==> config.mk <==
export PLATFORM = sky130hd
export DESIGN_NAME = data_processing_alu_flags_top
export DESIGN_NICKNAME = d
export VERILOG_FILES = /design/src/design/dpaf_pkg.sv /design/src/design/dpaf_alu.sv /design/src/design/data_processing_alu_flags_top.sv
export SDC_FILE = /design/constraint.sdc
export NUM_CORES = 1
export LEC_CHECK = 0
export BUFFER_PORTS_ARGS = -buffer_cell sky130_fd_sc_hd__buf_2
export CAP_MARGIN = 10
export CELL_PAD_IN_SITES_DETAIL_PLACEMENT = 1
export CELL_PAD_IN_SITES_GLOBAL_PLACEMENT = 2
export CORE_ASPECT_RATIO = 1.5
export CORE_MARGIN = 3
export CORE_UTILIZATION = 36
export CTS_CLUSTER_SIZE = 14
export DETAILED_ROUTE_END_ITERATION = 8
export PLACE_DENSITY = 0.92
export SYNTH_ARGS = -nofsm -noshare
export SYNTH_HDL_FRONTEND = slang
export SYNTH_SLANG_ARGS = --single-unit
export TNS_END_PERCENT = 30
==> constraint.sdc <==
create_clock -name clk -period 7 [get_ports clk]
set_input_delay 1.4 -clock clk [delete_from_list [all_inputs] [get_ports clk]]
set_output_delay 1.4 -clock clk [all_outputs]
set_load 0.02 [all_outputs]
==> src/design/dpaf_pkg.sv <==
// ----------------------------------------------------------------------------
// dpaf_pkg
// Operation codes, flag positions and transaction types of the ALU block.
// ----------------------------------------------------------------------------
`default_nettype none

package dpaf_pkg;

  localparam int unsigned DataW = 32;
  localparam int unsigned OpW   = 4;
  localparam int unsigned FlagW = 4;

  // Operation codes
  localparam logic [OpW-1:0] OP_AND = 4'd0;
  localparam logic [OpW-1:0] OP_EOR = 4'd1;
  localparam logic [OpW-1:0] OP_SUB = 4'd2;
  localparam logic [OpW-1:0] OP_RSB = 4'd3;
  localparam logic [OpW-1:0] OP_ADD = 4'd4;
  localparam logic [OpW-1:0] OP_ADC = 4'd5;
  localparam logic [OpW-1:0] OP_SBC = 4'd6;
  localparam logic [OpW-1:0] OP_RSC = 4'd7;
  localparam logic [OpW-1:0] OP_TST = 4'd8;
  localparam logic [OpW-1:0] OP_TEQ = 4'd9;
  localparam logic [OpW-1:0] OP_CMP = 4'd10;
  localparam logic [OpW-1:0] OP_CMN = 4'd11;
  localparam logic [OpW-1:0] OP_ORR = 4'd12;
  localparam logic [OpW-1:0] OP_MOV = 4'd13;
  localparam logic [OpW-1:0] OP_BIC = 4'd14;
  localparam logic [OpW-1:0] OP_MVN = 4'd15;

  // Mode codes
  localparam logic MODE_EXEC = 1'b0;
  localparam logic MODE_LOAD = 1'b1;

  // Flag bit positions
  localparam int unsigned FLAG_N = 3;
  localparam int unsigned FLAG_Z = 2;
  localparam int unsigned FLAG_C = 1;
  localparam int unsigned FLAG_V = 0;

  typedef struct packed {
    logic             mode;
    logic [OpW-1:0]   alu_op;
    logic [DataW-1:0] first_operand;
    logic [DataW-1:0] second_operand;
    logic             shift_carry;
    logic             set_flags;
    logic             dest_is_pc;
    logic [FlagW-1:0] flags_in;
  } item_t;

  typedef struct packed {
    logic [DataW-1:0] result_value;
    logic             write_result;
    logic [FlagW-1:0] flags_out;
    logic             restore_status;
  } res_t;

endpackage

`default_nettype wire

==> src/design/dpaf_alu.sv <==
// ----------------------------------------------------------------------------
// dpaf_alu
// Single-pass data-processing datapath: one adder, logic unit, flag update.
// ----------------------------------------------------------------------------
`default_nettype none

module dpaf_alu (
  input  dpaf_pkg::item_t                  item,
  input  logic [dpaf_pkg::FlagW-1:0]       flags_cur,
  output dpaf_pkg::res_t                   res
);

  logic [dpaf_pkg::DataW-1:0] add_x;
  logic [dpaf_pkg::DataW-1:0] add_y;
  logic                       add_cin;
  logic [dpaf_pkg::DataW:0]   sum;
  logic [dpaf_pkg::DataW-1:0] logic_r;
  logic                       is_logical;
  logic [dpaf_pkg::DataW-1:0] op_r;
  logic                       op_c;
  logic                       op_v;
  logic                       op_wr;
  logic                       carry_cur;
  logic [dpaf_pkg::FlagW-1:0] flags_calc;

  assign carry_cur = flags_cur[dpaf_pkg::FLAG_C];

  // Select adder operands or the logic result
  always_comb begin
    add_x      = item.first_operand;
    add_y      = ~item.second_operand;
    add_cin    = 1'b1;
    logic_r    = '0;
    is_logical = 1'b0;
    case (item.alu_op)
      dpaf_pkg::OP_AND, dpaf_pkg::OP_TST: begin
        logic_r    = item.first_operand & item.second_operand;
        is_logical = 1'b1;
      end
      dpaf_pkg::OP_EOR, dpaf_pkg::OP_TEQ: begin
        logic_r    = item.first_operand ^ item.second_operand;
        is_logical = 1'b1;
      end
      dpaf_pkg::OP_SUB, dpaf_pkg::OP_CMP: begin
        add_x   = item.first_operand;
        add_y   = ~item.second_operand;
        add_cin = 1'b1;
      end
      dpaf_pkg::OP_RSB: begin
        add_x   = item.second_operand;
        add_y   = ~item.first_operand;
        add_cin = 1'b1;
      end
      dpaf_pkg::OP_ADD, dpaf_pkg::OP_CMN: begin
        add_x   = item.first_operand;
        add_y   = item.second_operand;
        add_cin = 1'b0;
      end
      dpaf_pkg::OP_ADC: begin
        add_x   = item.first_operand;
        add_y   = item.second_operand;
        add_cin = carry_cur;
      end
      dpaf_pkg::OP_SBC: begin
        add_x   = item.first_operand;
        add_y   = ~item.second_operand;
        add_cin = carry_cur;
      end
      dpaf_pkg::OP_RSC: begin
        add_x   = item.second_operand;
        add_y   = ~item.first_operand;
        add_cin = carry_cur;
      end
      dpaf_pkg::OP_ORR: begin
        logic_r    = item.first_operand | item.second_operand;
        is_logical = 1'b1;
      end
      dpaf_pkg::OP_MOV: begin
        logic_r    = item.second_operand;
        is_logical = 1'b1;
      end
      dpaf_pkg::OP_BIC: begin
        logic_r    = item.first_operand & ~item.second_operand;
        is_logical = 1'b1;
      end
      default: begin
        logic_r    = ~item.second_operand;
        is_logical = 1'b1;
      end
    endcase
  end

  assign sum = {1'b0, add_x} + {1'b0, add_y} + {{dpaf_pkg::DataW{1'b0}}, add_cin};

  assign op_r = is_logical ? logic_r : sum[dpaf_pkg::DataW-1:0];
  assign op_c = is_logical ? item.shift_carry : sum[dpaf_pkg::DataW];
  // Logical ops keep V
  assign op_v = is_logical ? flags_cur[dpaf_pkg::FLAG_V]
                           : ((add_x[dpaf_pkg::DataW-1] ^ op_r[dpaf_pkg::DataW-1]) &
                              (add_y[dpaf_pkg::DataW-1] ^ op_r[dpaf_pkg::DataW-1]));

  assign op_wr = !((item.alu_op == dpaf_pkg::OP_TST) || (item.alu_op == dpaf_pkg::OP_TEQ) ||
                   (item.alu_op == dpaf_pkg::OP_CMP) || (item.alu_op == dpaf_pkg::OP_CMN));

  assign flags_calc = {op_r[dpaf_pkg::DataW-1], (op_r == '0), op_c, op_v};

  always_comb begin
    res.result_value   = op_r;
    res.write_result   = op_wr;
    res.flags_out      = flags_cur;
    res.restore_status = 1'b0;
    if (item.mode == dpaf_pkg::MODE_LOAD) begin
      res.result_value = '0;
      res.write_result = 1'b0;
      res.flags_out    = item.flags_in;
    end else if (item.set_flags) begin
      if (item.dest_is_pc) begin
        res.restore_status = 1'b1;
      end else begin
        res.flags_out = flags_calc;
      end
    end
  end

endmodule

`default_nettype wire

==> src/design/data_processing_alu_flags_top.sv <==
// ----------------------------------------------------------------------------
// data_processing_alu_flags_top
// Data-processing ALU, N Z C V condition flags, one transaction a cycle unless stalled.
// ----------------------------------------------------------------------------
//  channel | direction | handshake          | payload
//  --------+-----------+--------------------+-----------------------------------
//  in_     | input     | in_valid/in_stall  | mode, op, operands, S, PC, flags
//  out_    | output    | out_valid/out_stall| result, write enable, flags, restore
//
//  An input transaction is held in the input register, then its result in the
//  result register on out_. One transaction a cycle is sustained while out_stall
//  is low; the condition flag register closes its loop through the single adder.
//  Reset clears both stage valids and the flags to zero.
//  A stalled result holds its register while one more transaction waits in
//  the input register; in_stall rises only when both stages are full.
// ----------------------------------------------------------------------------
`default_nettype none

module data_processing_alu_flags_top (
  input  logic                          clk,
  input  logic                          rst_n,
  // Input channel
  input  logic                          in_valid,
  output logic                          in_stall,
  input  logic                          in_mode,
  input  logic [dpaf_pkg::OpW-1:0]      in_alu_op,
  input  logic [dpaf_pkg::DataW-1:0]    in_first_operand,
  input  logic [dpaf_pkg::DataW-1:0]    in_second_operand,
  input  logic                          in_shift_carry,
  input  logic                          in_set_flags,
  input  logic                          in_dest_is_pc,
  input  logic [dpaf_pkg::FlagW-1:0]    in_flags_in,
  // Result channel
  output logic                          out_valid,
  input  logic                          out_stall,
  output logic [dpaf_pkg::DataW-1:0]    out_result_value,
  output logic                          out_write_result,
  output logic [dpaf_pkg::FlagW-1:0]    out_flags_out,
  output logic                          out_restore_status
);

  // Input register stage
  logic            s1_valid_r;
  logic            s1_valid_nxt;
  dpaf_pkg::item_t s1_item_r;

  // Result register stage
  logic            out_valid_r;
  logic            out_valid_nxt;
  dpaf_pkg::res_t  out_res_r;

  // Architectural condition flags
  logic [dpaf_pkg::FlagW-1:0] flags_r;
  logic [dpaf_pkg::FlagW-1:0] flags_nxt;

  dpaf_pkg::res_t  alu_res;
  logic            advance;
  logic            take_in;

  // Advance the input stage into the result register when that register is
  // empty or is being emptied this cycle.
  assign advance  = s1_valid_r && (!out_valid_r || !out_stall);
  assign in_stall = s1_valid_r && !advance;
  assign take_in  = in_valid && !in_stall;

  dpaf_alu u_alu (
    .item      (s1_item_r),
    .flags_cur (flags_r),
    .res       (alu_res)
  );

  always_comb begin
    s1_valid_nxt = s1_valid_r;
    if (take_in) begin
      s1_valid_nxt = 1'b1;
    end else if (advance) begin
      s1_valid_nxt = 1'b0;
    end
  end

  always_comb begin
    out_valid_nxt = out_valid_r;
    if (advance) begin
      out_valid_nxt = 1'b1;
    end else if (!out_stall) begin
      out_valid_nxt = 1'b0;
    end
  end

  // Commit the flags together with the transaction that produced them
  assign flags_nxt = advance ? alu_res.flags_out : flags_r;

  // Control state
  always_ff @(posedge clk) begin
    if (!rst_n) begin
      s1_valid_r  <= 1'b0;
      out_valid_r <= 1'b0;
      flags_r     <= '0;
    end else begin
      s1_valid_r  <= s1_valid_nxt;
      out_valid_r <= out_valid_nxt;
      flags_r     <= flags_nxt;
    end
  end

  // Payload registers: capture on transfer, hold otherwise
  always_ff @(posedge clk) begin
    if (take_in) begin
      s1_item_r.mode           <= in_mode;
      s1_item_r.alu_op         <= in_alu_op;
      s1_item_r.first_operand  <= in_first_operand;
      s1_item_r.second_operand <= in_second_operand;
      s1_item_r.shift_carry    <= in_shift_carry;
      s1_item_r.set_flags      <= in_set_flags;
      s1_item_r.dest_is_pc     <= in_dest_is_pc;
      s1_item_r.flags_in       <= in_flags_in;
    end
    if (advance) begin
      out_res_r <= alu_res;
    end
  end

  assign out_valid          = out_valid_r;
  assign out_result_value   = out_res_r.result_value;
  assign out_write_result   = out_res_r.write_result;
  assign out_flags_out      = out_res_r.flags_out;
  assign out_restore_status = out_res_r.restore_status;

endmodule

`default_nettype wire

Word-level counts from Yosys, hierarchy flattened
Index checks and enable logic that the tools add are counted.
- register bits: 120
- bits in latches: 0
- RAM bits: 0
- bits in read-only memories: 0
- bits of input ports: 80
- output and inout bits: 40
- word-level logic and storage cells: 80
- memories kept: 0
- add/sub/neg operators: 2
- $mul: 0
- divide/modulo/power cells: 0
- order comparisons: 0
- eq/ne operators: 15
- shift-type cells: 0
- multiplexer cells: 15
- bitwise operators: 10
- reductions and logical operators: 23
- operators with widths (operator ; number):
    32-bit case mux with 5 select lines ; 1
    32-bit bitwise AND ; 2
    32-bit 2-to-1 mux ; 2
    32-bit inverter ; 2
    32-bit case mux with 2 select lines ; 1
    32-bit by 32-bit adder with 33-bit output ; 1
    33-bit by 1-bit adder with 33-bit output ; 1
    32-bit zero test ; 1
    32-bit OR ; 1
    32-bit XOR ; 1
    4-bit == test, second input constant ; 7
    4-bit by 3-bit == test with 1-bit output, second input constant ; 4
    2-bit OR reduction ; 5
    4-bit by 2-bit == test with 1-bit output, second input constant ; 2
    4-bit 2-to-1 mux ; 2
    8-bit OR reduction ; 1
    1-bit 2-to-1 mux ; 7
    3-bit OR reduction ; 2
    1-bit zero test ; 5
    5-bit 2-to-1 mux ; 1
    4-bit by 1-bit == test with 1-bit output, second input constant ; 1
    4-bit zero test ; 1
    1-bit logical OR ; 4
    1-bit logical AND ; 3
    other kinds (6) ; 7

Depth between registers and ports, before layout
- word-level depth: 12
- mapped depth: 20
- depth with buffers taken out: 18

Modules after synthesis
From an unflattened synthesis, not the netlist that was laid out.
- cells, all modules: 1064
- area, all modules: 9295.2 µm²
- modules (own cells, without submodules) (module ; instances ; cells an instance ; area an instance (µm²) ; sequential area each (µm²)):
    dpaf_alu ; 1 ; 925 ; 5625.4 ; 0.0
    data_processing_alu_flags_top ; 1 ; 139 ; 3669.8 ; 3543.4

Worst setup path before layout
Ideal clock, no wire load.
- kind: input to register
- from: input port out_stall
- to: register s1_item_r[0] (netlist bit) (enable)
- library setup time: 0.518 ns
- arrival time: 5.044 ns
- required time: 6.482 ns
- slack: 1.437 ns
- stages on the path: 2
- buffers on the path: 0
- cells stage by stage: and3_1 nor2b_1
- word-level cells in the longest chain between the ends: 7
- ends and longest elaborated chain (element ; line ; RTL):
    start, declared ; data_processing_alu_flags_top.sv:35 ; input logic out_stall,
    1-bit zero test ; - ;
    1-bit logical OR ; data_processing_alu_flags_top.sv:62 ; assign advance = s1_valid_r && (!out_valid_r || !out_stall);
    1-bit logical AND ; data_processing_alu_flags_top.sv:62 ;
    1-bit zero test ; data_processing_alu_flags_top.sv:63 ; assign in_stall = s1_valid_r && !advance;
    1-bit logical AND ; data_processing_alu_flags_top.sv:63 ;
    1-bit zero test ; data_processing_alu_flags_top.sv:64 ; assign take_in = in_valid && !in_stall;
    1-bit logical AND ; data_processing_alu_flags_top.sv:64 ;
    end, declared ; data_processing_alu_flags_top.sv:45 ; dpaf_pkg::item_t s1_item_r;
No other way between the ends.
A chain may end at the register's enable or synchronous reset.

==> results.md <==
* DRC Markers at 0
* Synth unique cells at 80
* Hold_buf cts at 0
* Fin area at 10,800 um^2
* Dpl cell area at between 10,000 and 15,000 um^2
* Hold Crit Class: reg2reg
* Setup TNS at 0 ns
* Synthesized cell area at 9400 um^2
* Clock Power Share at 0.337
* Layout Skew at approximately 0.014 ns
* PortBufs at roughly 120
* WL met2 at between 15,000 and 20,000 um
* LEAKAGE at about 4.4 nW
* Max Root-Sink Buffers at 2
* Sequential area share after synthesis at 0.377
* CTS Sinks at 120
* Nets at about 1,300
* H-tree Lvls at 4
* Avg WL per Cell at 21.9 um
* Reg area at 3540 um^2
* Outcome: completed
* Async SR Flop Fraction at 0
* Core area at between 20,000 and 30,000 um^2
* Comb pwr share at 0.310
* Largest net degree at the start of global routing at 77
* Util after Layout at 0.425
* P_int at 1.64 mW
* Slew headroom at 0.229
* Power Density at around 230 nW/um^2
* Fin crit period at around 5.3 ns
* Syn avg cell area at 8.62 um^2
* First-pass DRT Iterations at 5
* Total CTS buffers at 17
* Switching share of power at 0.347
* Final setup vio count at 0
* DIE WIDTH at 138 um
* Clock Tree Root: clkbuf_16
* Die height at approximately 200 um
* GP Congestion at between 0.9 and 1
* Sequential power share at 0.353
* CTS tree: done
* Area Growth Syn to Fin at 14.9%
* Fmax achieved at 0.187 GHz
* Worst-Margin Slew at between 1 and 1.5 ns
* Critical Path AT at between 5 and 6 ns
* Crit-path max FO at 16
* Post-DRT Antenna Nets at 0
* Multi-input logic area at approximately 5200 um^2
* Number of flops mapped to enable cells by yosys at between 100 and 150
* Post-CTS Setup Bufs at 0
* Total number of vias at ~9,000
* # fillers at roughly 3,000
* Initial Utilization at 0.370
* Clk slew on worst S/H paths at around 0.060 ns
* Insertion delay of the later-clocked pin in the worst-skew pair at around 0.44 ns
* Total Wirelength at approximately 33,000 um
* P_sw at about 0.87 mW
* IO Pins at 120
* Gates resized, CTS repair at 0
* Top sig layer: met4
* Yosys warnings at 0
* Grt total ovfl at 0
* Endpoints failing hold at 0
* GRT Total Usage at 0.239
* MaxCap Viol Count at 0
* Initial DRC count at 778
* WL met3 at approximately 1900 um
* Vias in the first global route at 9,142
* Met1 WL at 14,100 um
* Fin crit share at 0.763
* Main synth FF type: edfxtp_1
* Antenna violations before repair at 0
* Maximum VDD drop at approximately 0.18 mV
* RSZ-0062 raised after global routing: false
* Kind of critical path: reg2reg
* Max-slew violations at 0
* DP HPWL at about 25,000 um
* Share of cells above drive strength 1 at 0.162
* FF+latch count, synth at between 100 and 150
* Power Total at about 2.5 mW
* Synthesized Nets at between 1,000 and 1,500
* Req. time, crit path at roughly 7.3 ns
* DR vias/cell at 5.97
* Crit path launch type: flip-flop
* Rows at 71
* First-pass GRT wire length at between 50,000 and 60,000 um
* Critical Path End Type: flip-flop
* Diode count at 0
* Post-Syn Instances at approximately 1,100
* Die Footprint at 28,100 um^2
synth_stat cells (all sizes together), types with 7 or more instances:
| library cell | instances | area, um^2 |
|---|---|---|
| a211oi | 25 | 193 |
| a21o | 10 | 75.1 |
| a21oi | 94 | 474 |
| a221oi | 12 | 111 |
| a22oi | 7 | 52.6 |
| a31oi | 8 | 50.1 |
| and2 | 15 | 93.8 |
| buf | 34 | 183 |
| clkbuf | 38 | 143 |
| edfxtp | 114 | 3420 |
| ha | 63 | 788 |
| inv | 83 | 312 |
| mux2i | 8 | 80.1 |
| nand2 | 139 | 524 |
| nand2b | 10 | 62.6 |
| nand3 | 23 | 115 |
| nand4 | 20 | 125 |
| nor2 | 76 | 285 |
| nor2b | 9 | 56.3 |
| nor3 | 24 | 120 |
| nor4 | 9 | 56.3 |
| o211ai | 13 | 97.6 |
| o21ai | 90 | 450 |
| o221ai | 37 | 324 |
| xnor2 | 17 | 149 |
state kept, by name (all words and copies together), names as in the netlist:
register / count
out_valid: 1
s1_item_r: 76
flags_r: 4
s1_valid_r: 1
out_restore_status: 1
out_result_value: 32
out_write_result: 1
out_flags_out: 4
path summary, 6_finish.rpt:
check / from / end / slack, ns / depth (start not counted)
worst max-delay path: s1_item_r[74] / out_flags_out[2] / 1.66 / 19
worst min-delay path: s1_valid_r / out_valid / 0.55 / 2
worst max register to register: s1_item_r[74] / out_flags_out[2] / 1.66 / 19
worst min register to register: s1_valid_r / out_valid / 0.55 / 2
layout make-up:
| class | instances | area share |
|---|---|---|
| clock inverters | 14 | 0.0124 |
| flip-flops and latches | 120 | 0.328 |
| inverters | 84 | 0.0292 |
| multi-input cells | 814 | 0.485 |
| repair buffers | 137 | 0.0677 |
| clock buffers | 18 | 0.0397 |
| well taps | 328 | 0.0380 |
through the flow:
step | worst slack (ns) | hold slack (ns) | std cells
finish | 1.66 | 0.549 | 1515
global route | 1.33 | 0.558 | 1515
CTS | 1.73 | 0.550 | 1515
detailed placement | 1.78 | 0.538 | 1483
global placement | 1.94 | 0.493 | 1483
floorplan | 1.44 | 0.472 | 1090
logic make-up (layout without fill, tap and decap cells):
kind of cell,after synthesis,after routing,synth area share
AO/OA/AOI/OAI,365,365,0.261
buffers and inverters,156,253,0.0682
flip-flops,120,120,0.377
adder cells (fa/ha/maj),65,65,0.0881
multiplexers,11,11,0.0121
XOR/XNOR,22,22,0.0205
AND/OR/NAND/NOR,351,351,0.173
power by group through the flow:
| stage | combinational (mW) | clock, mW | sequential (mW) |
|---|---|---|---|
| 6_report | 0.779 | 0.844 | 0.886 |
| 5_1_grt | 0.850 | 0.895 | 0.891 |
| 4_1_cts | 0.769 | 0.865 | 0.885 |
| 3_5_place_dp | 0.764 | 0 | 0.899 |
| 3_3_place_gp | 0.749 | 0 | 0.897 |
| 2_1_floorplan | 0.513 | 0 | 0.907 |
cells in the final DEF, fill, tap and decap left out, types with 13 or more instances in the layout:
cell / instances
nor3_1: 23
buf_2: 119
inv_1: 80
nand4_1: 20
nand2_1: 137
buf_4: 18
nand3_1: 23
ha_1: 63
nor2_1: 75
o21ai_0: 82
clkbuf_16: 17
and2_1: 13
xnor2_1: 17
o221ai_1: 37
a211oi_1: 24
o211ai_1: 13
edfxtp_1: 114
a21oi_1: 93
routing by layer:
layer | global-route usage | vias up
li1 | - | 4248
met1 | 0.312 | 4415
met2 | 0.399 | 323
met3 | 0.0350 | 59
met4 | 0.0879 | 0
met5 | 0 | -
worst max-delay path, cell delays in order, from the launching register on:
cell and delay (ns):
edfxtp_1 0.53, buf_4 0.25, nor2b_1 0.23, nand2_1 0.11, o21ai_2 0.09, nand2b_1 0.57, o221a_2 0.33, fa_1 0.18
inv_1 0.06, fa_1 0.47, a21o_1 0.23, a221oi_1 0.35, o21bai_1 0.17, xnor2_1 0.17, o2bb2ai_1 0.16, nor4_1 0.36
nand3_1 0.16, nor4_1 0.44, nand4_1 0.21, nand2_1 0.12
No activity file was read; power rests on OpenSTA's default activity.
